[config.mk]
export PLATFORM = sky130hd
export DESIGN_NAME = remote_frame_decoder
export DESIGN_NICKNAME = d
export VERILOG_FILES = /design/src/rtl/core/rfd_pkg.sv /design/src/rtl/core/remote_frame_decoder.sv /design/src/rtl/core/rfd_ram.sv /design/src/rtl/core/rfd_scan.sv
export SDC_FILE = /design/constraint.sdc
export NUM_CORES = 1
export LEC_CHECK = 0
export ABC_AREA = 1
export BUFFER_PORTS_ARGS = -buffer_cell sky130_fd_sc_hd__buf_2
export CELL_PAD_IN_SITES_DETAIL_PLACEMENT = 0
export CELL_PAD_IN_SITES_GLOBAL_PLACEMENT = 2
export CORE_UTILIZATION = 35
export CTS_BUF_LIST = sky130_fd_sc_hd__clkbuf_8 sky130_fd_sc_hd__clkbuf_16
export CTS_CLUSTER_SIZE = 10
export DETAILED_ROUTE_END_ITERATION = 10
export HOLD_SLACK_MARGIN = 0.03
export PLACE_DENSITY = 0.8
export SYNTH_ARGS = -nofsm -noshare
export SYNTH_HDL_FRONTEND = slang
export SYNTH_HIERARCHICAL = 1
export SYNTH_SLANG_ARGS = --single-unit
[constraint.sdc]
create_clock -name clk -period 2.9 [get_ports clk]
set_clock_uncertainty 0.2 [all_clocks]
set_input_delay 0.725 -clock clk [delete_from_list [all_inputs] [get_ports clk]]
set_output_delay 0.725 -clock clk [all_outputs]
set_load 0.01 [all_outputs]
[src/rtl/core/rfd_pkg.sv]
// shared types and constants for the remote frame decoder
`default_nettype none

package rfd_pkg;

    localparam int WINDOW_BYTES_DEF = 14;
    localparam int PACKET_BYTES     = 7;
    localparam int S_TDATA_W        = 16;
    localparam int M_TDATA_W        = 56;

    localparam logic [7:0] HDR_BYTE        = 8'hFF;
    localparam logic [7:0] REPLY_HDR       = 8'hFE;
    localparam logic [7:0] REPLY_KIND      = 8'h02;
    localparam logic [7:0] CMD_STATUS      = 8'h01;
    localparam logic [7:0] CMD_ATTITUDE    = 8'h02;
    localparam logic [7:0] CMD_STUNT       = 8'h03;
    localparam logic [7:0] STATUS_YAW_ZERO = 8'h02;
    localparam logic [7:0] STUNT_MIN_RST   = 8'd50;
    localparam logic [3:0] LAST_REPLY_WORD = 4'd15;

    typedef struct packed {
        logic [7:0] cmd;
        logic [7:0] arg0;
        logic [7:0] arg1;
        logic [7:0] arg2;
        logic [7:0] arg3;
    } pkt_t;

    typedef struct packed {
        logic done;
        logic found;
        pkt_t pkt;
    } scan_res_t;

endpackage

`default_nettype wire

[src/rtl/core/remote_frame_decoder.sv]
// remote frame decoder top level: byte window, command decode and reply frames
//
// channel   dir  signals                     content
// s_*       in   s_tvalid s_tready s_tdata   one received byte with link flags
// m_*       out  m_tvalid m_tready m_tdata   result word, tuser = tx_valid
//                m_tuser m_tlast
// cfg_*     in   cfg_valid cfg_ready cfg_data stunt throttle minimum
//
// a byte that does not fill the window: taken in, then 1 result word
// a byte that fills it: taken in, then a scan of every start position
//   through one ram read port and the shared sum adder, then 1 or 16 result words
// s_tready is low from an accepted byte until its last result word is taken
// reset clears the stored commands and flags; the window ram needs no clear
`default_nettype none

module remote_frame_decoder #(
    parameter int WINDOW_BYTES = rfd_pkg::WINDOW_BYTES_DEF
) (
    input  logic                          clk,
    input  logic                          rst_n,
    input  logic                          s_tvalid,
    output logic                          s_tready,
    input  logic [rfd_pkg::S_TDATA_W-1:0] s_tdata,   // rx_byte, link_lost, clear_flags
    output logic                          m_tvalid,
    input  logic                          m_tready,
    output logic [rfd_pkg::M_TDATA_W-1:0] m_tdata,   // tx_byte, throttle, pitch, roll,
                                                     // yaw, vehicle_status, stunt_request,
                                                     // yaw_zero_request
    output logic                          m_tuser,   // tx_valid
    output logic                          m_tlast,
    input  logic                          cfg_valid,
    output logic                          cfg_ready,
    input  logic [7:0]                    cfg_data
);

    localparam int AW = $clog2(WINDOW_BYTES);
    localparam logic [AW-1:0] LAST_CNT = AW'(WINDOW_BYTES - 1);

    typedef enum logic [1:0] {
        ST_IDLE,
        ST_SCAN,
        ST_OUT
    } state_t;

    state_t        state_reg;
    logic [AW-1:0] cnt_reg;
    logic          reply_reg;
    logic [3:0]    word_reg;
    logic          lost_reg;
    logic [7:0]    throttle_reg;
    logic [7:0]    pitch_reg;
    logic [7:0]    roll_reg;
    logic [7:0]    yaw_reg;
    logic [7:0]    status_reg;
    logic          stunt_reg;
    logic          yaw_zero_reg;
    logic [7:0]    min_reg;

    logic          s_accept;
    logic          scan_start;
    logic          rd_en;
    logic [AW-1:0] rd_addr;
    logic [7:0]    rd_data;
    logic [7:0]    tx_byte;
    logic [7:0]    reply_sum;
    rfd_pkg::scan_res_t scan_res;

    assign s_tready   = (state_reg == ST_IDLE);
    assign s_accept   = s_tvalid && s_tready;
    assign scan_start = s_accept && (cnt_reg == LAST_CNT);
    assign cfg_ready  = 1'b1;

    rfd_ram #(
        .WIDTH (8),
        .DEPTH (WINDOW_BYTES)
    ) u_rfd_ram (
        .clk     (clk),
        .wr_en   (s_accept),
        .wr_addr (cnt_reg),
        .wr_data (s_tdata[7:0]),
        .rd_en   (rd_en),
        .rd_addr (rd_addr),
        .rd_data (rd_data)
    );

    rfd_scan #(
        .WINDOW_BYTES (WINDOW_BYTES)
    ) u_rfd_scan (
        .clk     (clk),
        .rst_n   (rst_n),
        .start   (scan_start),
        .rd_en   (rd_en),
        .rd_addr (rd_addr),
        .rd_data (rd_data),
        .res     (scan_res)
    );

    always_ff @(posedge clk or negedge rst_n)
    begin
        if (!rst_n)
        begin
            state_reg    <= ST_IDLE;
            cnt_reg      <= '0;
            reply_reg    <= 1'b0;
            word_reg     <= '0;
            lost_reg     <= 1'b0;
            throttle_reg <= '0;
            pitch_reg    <= '0;
            roll_reg     <= '0;
            yaw_reg      <= '0;
            status_reg   <= '0;
            stunt_reg    <= 1'b0;
            yaw_zero_reg <= 1'b0;
            min_reg      <= rfd_pkg::STUNT_MIN_RST;
        end
        else
        begin
            if (cfg_valid)
            begin
                min_reg <= cfg_data;
            end
            case (state_reg)
                ST_IDLE:
                begin
                    if (s_accept)
                    begin
                        if (s_tdata[9])
                        begin
                            stunt_reg    <= 1'b0;
                            yaw_zero_reg <= 1'b0;
                        end
                        lost_reg  <= s_tdata[8];
                        reply_reg <= 1'b0;
                        word_reg  <= '0;
                        if (cnt_reg == LAST_CNT)
                        begin
                            cnt_reg   <= '0;
                            state_reg <= ST_SCAN;
                        end
                        else
                        begin
                            cnt_reg   <= cnt_reg + AW'(1);
                            state_reg <= ST_OUT;
                        end
                    end
                end
                ST_SCAN:
                begin
                    if (scan_res.done)
                    begin
                        state_reg <= ST_OUT;
                        if (scan_res.found)
                        begin
                            case (scan_res.pkt.cmd)
                                rfd_pkg::CMD_STATUS:
                                begin
                                    status_reg <= scan_res.pkt.arg0;
                                    if (scan_res.pkt.arg0 == rfd_pkg::STATUS_YAW_ZERO)
                                    begin
                                        yaw_zero_reg <= 1'b1;
                                    end
                                    reply_reg <= 1'b1;
                                end
                                rfd_pkg::CMD_ATTITUDE:
                                begin
                                    if (!lost_reg)
                                    begin
                                        throttle_reg <= scan_res.pkt.arg0;
                                    end
                                    pitch_reg <= scan_res.pkt.arg1;
                                    roll_reg  <= scan_res.pkt.arg2;
                                    yaw_reg   <= scan_res.pkt.arg3;
                                end
                                rfd_pkg::CMD_STUNT:
                                begin
                                    if (throttle_reg >= min_reg)
                                    begin
                                        stunt_reg <= 1'b1;
                                    end
                                end
                                default: ;
                            endcase
                        end
                    end
                end
                ST_OUT:
                begin
                    if (m_tready)
                    begin
                        if (!reply_reg || (word_reg == rfd_pkg::LAST_REPLY_WORD))
                        begin
                            state_reg <= ST_IDLE;
                        end
                        else
                        begin
                            word_reg <= word_reg + 4'd1;
                        end
                    end
                end
                default:
                begin
                    state_reg <= ST_IDLE;
                end
            endcase
        end
    end

    assign reply_sum = 8'(rfd_pkg::REPLY_HDR + rfd_pkg::REPLY_KIND + status_reg);

    always_comb
    begin
        tx_byte = '0;
        if (reply_reg)
        begin
            case (word_reg[1:0])
                2'd0:    tx_byte = rfd_pkg::REPLY_HDR;
                2'd1:    tx_byte = rfd_pkg::REPLY_KIND;
                2'd2:    tx_byte = status_reg;
                default: tx_byte = reply_sum;
            endcase
        end
    end

    assign m_tvalid = (state_reg == ST_OUT);
    assign m_tuser  = reply_reg;
    assign m_tlast  = !reply_reg || (word_reg == rfd_pkg::LAST_REPLY_WORD);
    assign m_tdata  = {6'b0, yaw_zero_reg, stunt_reg, status_reg, yaw_reg,
                       roll_reg, pitch_reg, throttle_reg, tx_byte};

endmodule

`default_nettype wire

[src/rtl/core/rfd_ram.sv]
// generic single-write, single-read ram with registered read
`default_nettype none

module rfd_ram #(
    parameter int WIDTH = 8,
    parameter int DEPTH = 16,
    localparam int AW = $clog2(DEPTH)
) (
    input  logic             clk,
    input  logic             wr_en,
    input  logic [AW-1:0]    wr_addr,
    input  logic [WIDTH-1:0] wr_data,
    input  logic             rd_en,
    input  logic [AW-1:0]    rd_addr,
    output logic [WIDTH-1:0] rd_data
);

    logic [WIDTH-1:0] mem_reg [DEPTH];
    logic [WIDTH-1:0] rd_data_reg;

    always_ff @(posedge clk)
    begin
        if (wr_en)
        begin
            mem_reg[wr_addr] <= wr_data;
        end
        if (rd_en)
        begin
            rd_data_reg <= mem_reg[rd_addr];
        end
    end

    assign rd_data = rd_data_reg;

endmodule

`default_nettype wire

[src/rtl/core/rfd_scan.sv]
// window scanner: walks start positions, checks header and byte sum with one adder
`default_nettype none

module rfd_scan #(
    parameter int WINDOW_BYTES = rfd_pkg::WINDOW_BYTES_DEF,
    localparam int AW = $clog2(WINDOW_BYTES)
) (
    input  logic                clk,
    input  logic                rst_n,
    input  logic                start,
    output logic                rd_en,
    output logic [AW-1:0]       rd_addr,
    input  logic [7:0]          rd_data,
    output rfd_pkg::scan_res_t  res
);

    localparam logic [AW-1:0] LAST_POS = AW'(WINDOW_BYTES - rfd_pkg::PACKET_BYTES);
    localparam logic [2:0]    LAST_OFF = 3'(rfd_pkg::PACKET_BYTES - 1);

    logic          run_reg;
    logic [AW-1:0] pos_reg;
    logic [2:0]    off_reg;
    logic          dv_reg;
    logic [2:0]    doff_reg;
    logic          dlast_reg;
    logic          done_reg;
    logic          found_reg;
    logic          hdr_ok_reg;
    logic [7:0]    sum_reg;
    logic [4:0][7:0] cand_reg;
    rfd_pkg::pkt_t pkt_reg;
    logic          issue_last;
    logic [7:0]    sum_next;
    logic          match;

    assign rd_en      = run_reg;
    assign rd_addr    = pos_reg + AW'(off_reg);
    assign issue_last = (pos_reg == LAST_POS) && (off_reg == LAST_OFF);
    assign sum_next   = (doff_reg == 3'd0) ? rd_data : 8'(sum_reg + rd_data);
    assign match      = dv_reg && (doff_reg == LAST_OFF) && hdr_ok_reg && (rd_data == sum_reg);

    always_ff @(posedge clk or negedge rst_n)
    begin
        if (!rst_n)
        begin
            run_reg   <= 1'b0;
            pos_reg   <= '0;
            off_reg   <= '0;
            dv_reg    <= 1'b0;
            doff_reg  <= '0;
            dlast_reg <= 1'b0;
            done_reg  <= 1'b0;
            found_reg <= 1'b0;
        end
        else
        begin
            dv_reg    <= run_reg;
            doff_reg  <= off_reg;
            dlast_reg <= issue_last;
            done_reg  <= dv_reg && dlast_reg;
            if (start)
            begin
                run_reg   <= 1'b1;
                pos_reg   <= '0;
                off_reg   <= '0;
                found_reg <= 1'b0;
            end
            else
            begin
                if (run_reg)
                begin
                    if (off_reg == LAST_OFF)
                    begin
                        off_reg <= '0;
                        pos_reg <= pos_reg + AW'(1);
                    end
                    else
                    begin
                        off_reg <= off_reg + 3'd1;
                    end
                    if (issue_last)
                    begin
                        run_reg <= 1'b0;
                    end
                end
                if (match)
                begin
                    found_reg <= 1'b1;
                end
            end
        end
    end

    // payload: running sum, header check and candidate bytes
    always_ff @(posedge clk)
    begin
        if (dv_reg)
        begin
            sum_reg <= sum_next;
            case (doff_reg)
                3'd0:    hdr_ok_reg  <= (rd_data == rfd_pkg::HDR_BYTE);
                3'd1:    cand_reg[0] <= rd_data;
                3'd2:    cand_reg[1] <= rd_data;
                3'd3:    cand_reg[2] <= rd_data;
                3'd4:    cand_reg[3] <= rd_data;
                3'd5:    cand_reg[4] <= rd_data;
                default: ;
            endcase
        end
        // later match overwrites, last one wins
        if (match)
        begin
            pkt_reg.cmd  <= cand_reg[0];
            pkt_reg.arg0 <= cand_reg[1];
            pkt_reg.arg1 <= cand_reg[2];
            pkt_reg.arg2 <= cand_reg[3];
            pkt_reg.arg3 <= cand_reg[4];
        end
    end

    assign res.done  = done_reg;
    assign res.found = found_reg;
    assign res.pkt   = pkt_reg;

endmodule

`default_nettype wire

==> metrics.cfg <==
[worst_hold_path]
hold_path_depth=0
worstHoldEndpoint=u_rfd_scan/res[16]$_DFFE_PP_
hp-start=u_rfd_scan/cand_reg[16]$_DFFE_PP_
hold_class=reg -> reg

[layout]
fin_nets=1261
diodes=0
fillCellCount=3302
areaGrowthSynthToFinish_pct=16.5
fin_util_pct=41.6
drive_gt1_share_pct=14.7
stdcell_count=1679
largest_reg_flops=112
register_area_mm2=0.00821
multi_input_area_mm2=0.00308

[clocking]
clock_sinks=286
clock_path_buffers=3
cts-root-buf=clkbuf_16
cts_tree=yes
cts_max_level=2
clk_latency_ns=0.50
clkTransAtPathRegs_ns=0.06
numCtsBuffers=35

[synthesis]
synth-edff-count=209
syn_inst=1097
synth_seq_cells=286
ys_seq_area_share_pct=68.2
synth_warnings=6
avgSynthCellArea_um2=11.0
async_reset_ff_share_pct=26.9
synthDistinctLibCells=43
ys.flop_type=edfxtp_1
syn_area_mm2=0.0120

[die]
num_rows=67
core_area_mm2=0.0337
ioPinCount=90
design.die.area_mm2=0.0351
die_width_um=187
die_h_um=187
initial_utilization_pct=35.7

[placed_design]
place_congestion=0.775
numPortBuffers=76
post-place-cells=1618
post-dp-hpwl_mm=16.2

[power_and_ir_drop]
power_leakage_nw=6.22
peakVddDrop_mv=0.818
power_density_mw_per_mm2=1080
finalPower_mw=15.1

[worst_setup_path]
cp-end-kind=output port
reg2reg_slack_ns=0.38
crit_arrival_ns=1.67
critical_path_class=reg -> out
start_kind=register
r2r_cells=10
worstReg2RegEnd=u_rfd_ram/rd_data[3]$_DFFE_PP_
r2r_start=u_rfd_scan/pos_reg[0]$_DFFE_PN0P_
cp_max_fo=10
required_ns=1.98

[timing]
hold_violations=0
slew_violations=0
rsz0062_at_grt=no
post-route-period-util_pct=89.3
setup_violations=0
tns_ns=0
fin_crit_ns=2.59
worstMarginPinSlew_ns=0.649
max_slew_margin_pct=56.6
fmax_mhz=386

[routing]
drc=0
dr.pass1.iters=5
antenna_left=0
vias=7612
drt_iter0_drc=423
viasPerCell=4.53
wl_per_cell_um=14.7
finalWirelength_mm=24.6

[global_routing]
track_usage_pct=14.4
grt_max_degree=54
grt_pass1_vias=7363
grt_pass1_wl_mm=40.2
grt-ovfl-total=0
antenna_found_initial=0

[job]
max-cap-violations=0

[status]
status=completed

[routing by layer]
metal / wire length [um] / GRT usage, % / vias up / part of all wire [%]
li1: - / - / 3857 / -
met1: 11600 / 19.4 / 3555 / 47
met2: 11500 / 24.0 / 161 / 47
met3: 1020 / 2.48 / 39 / 4.1
met4: 481 / 4.19 / 0 / 2.0
met5: 0 / 0 / - / 0
[synth_stat cells (all sizes together) (3+ instances only)]
cell type / instances / area share [%]
a21oi: 33 / 1.4
buf: 35 / 2.2
clkbuf: 7 / 0.22
dfrtp: 74 / 15
dfstp: 3 / 0.66
edfxtp: 209 / 52
ha: 22 / 2.3
inv: 123 / 3.9
nand2: 340 / 11
nand3: 103 / 4.3
nand3b: 3 / 0.19
nand4: 6 / 0.31
nor2: 55 / 1.8
nor3: 8 / 0.37
o21ai: 50 / 2.1
or2: 6 / 0.33
xor2: 4 / 0.29
[cells by family (layout without fill, tap and decap cells)]
group | after synthesis | count (layout) | share of synthesized area, %
AND/OR/NAND/NOR | 525 | 525 | 18.5
other | 2 | 7 | 0.0624
adder cells (fa/ha/maj) | 24 | 24 | 2.62
AO/OA/AOI/OAI | 89 | 89 | 3.82
XOR/XNOR | 5 | 5 | 0.364
flip-flops | 286 | 286 | 68.2
multiplexers | 1 | 1 | 0.0936
buffers and inverters | 165 | 294 | 6.33
[power by group]
| group | switching, mW | leakage (nW) | internal (mW) |
|---|---|---|---|
| registers | 0.439 | 2.93 | 5.30 |
| logic | 3.82 | 2.72 | 1.79 |
| clock network | 1.53 | 0.568 | 2.26 |
| total | 5.78 | 6.22 | 9.35 |
[placed cells by master (no fill, tap or decap), types with 2 or more instances in the layout]
cell,instances
o21ai_1,14
conb_1,7
ha_1,22
nand4_1,6
o21ai_0,35
buf_4,33
buf_12,2
nand3b_1,3
a31oi_1,2
fa_1,2
dfrtp_1,73
dfstp_2,3
or2_2,4
nand3_1,103
clkbuf_16,36
nor3_1,7
xor2_1,4
inv_1,135
nand2_2,5
a21oi_1,33
inv_6,2
o22ai_1,2
nand2_4,2
buf_2,75
inv_2,5
edfxtp_1,209
nor2_1,53
nand2_1,333
[timing repair]
action	CTS	global route
gates resized for setup	0	1
setup endpoints to repair	0	1
hold buffers	1	0
buffers inserted	0	0
hold endpoints to repair	33	0
[metrics by stage]
step                      cell area, um2  setup WS, ns  hold slack, ns
after detailed placement           13000         0.432           0.205
after CTS                          14000         0.185           0.207
after floorplan                    12000         0.724           0.200
after global placement             13000         0.407           0.202
after global routing               14000         0.128           0.216
final                              14000         0.310           0.212
[critical path: stages (launching register included)]
cell	delay, ns
dfrtp_2	0.47
inv_1	0.10
ha_1	0.18
nor2_1	0.11
inv_1	0.06
nor2_1	0.08
nor2_1	0.04
buf_2	0.14
[layout make-up]
class                           instances  area share, %
Multi-Input combinational cell        651           22.0
Sequential cell                       286           58.6
Tap cell                              448           4.00
Timing Repair Buffer                  111           4.80
Clock inverter                         23          0.777
Inverter                              123           3.35
Clock buffer                           37           6.53
[worst max-delay path by stage]
stage | slack (ns) | endpoint | startpoint
final | 0.31 | m_tdata[1] | word_reg[1]$_DFFE_PN0P_
after floorplan | 0.72 | u_rfd_scan/res[0]$_DFFE_PP_ | u_rfd_ram/rd_data[4]$_DFFE_PP_
after CTS | 0.18 | m_tdata[1] | word_reg[1]$_DFFE_PN0P_
after global routing | 0.13 | m_tdata[1] | word_reg[1]$_DFFE_PN0P_
after global placement | 0.41 | u_rfd_ram/rd_data[7]$_DFFE_PP_ | u_rfd_scan/pos_reg[0]$_DFFE_PN0P_
after detailed placement | 0.43 | u_rfd_ram/rd_data[6]$_DFFE_PP_ | u_rfd_scan/pos_reg[0]$_DFFE_PN0P_
Power figures use the tool's default switching activity.
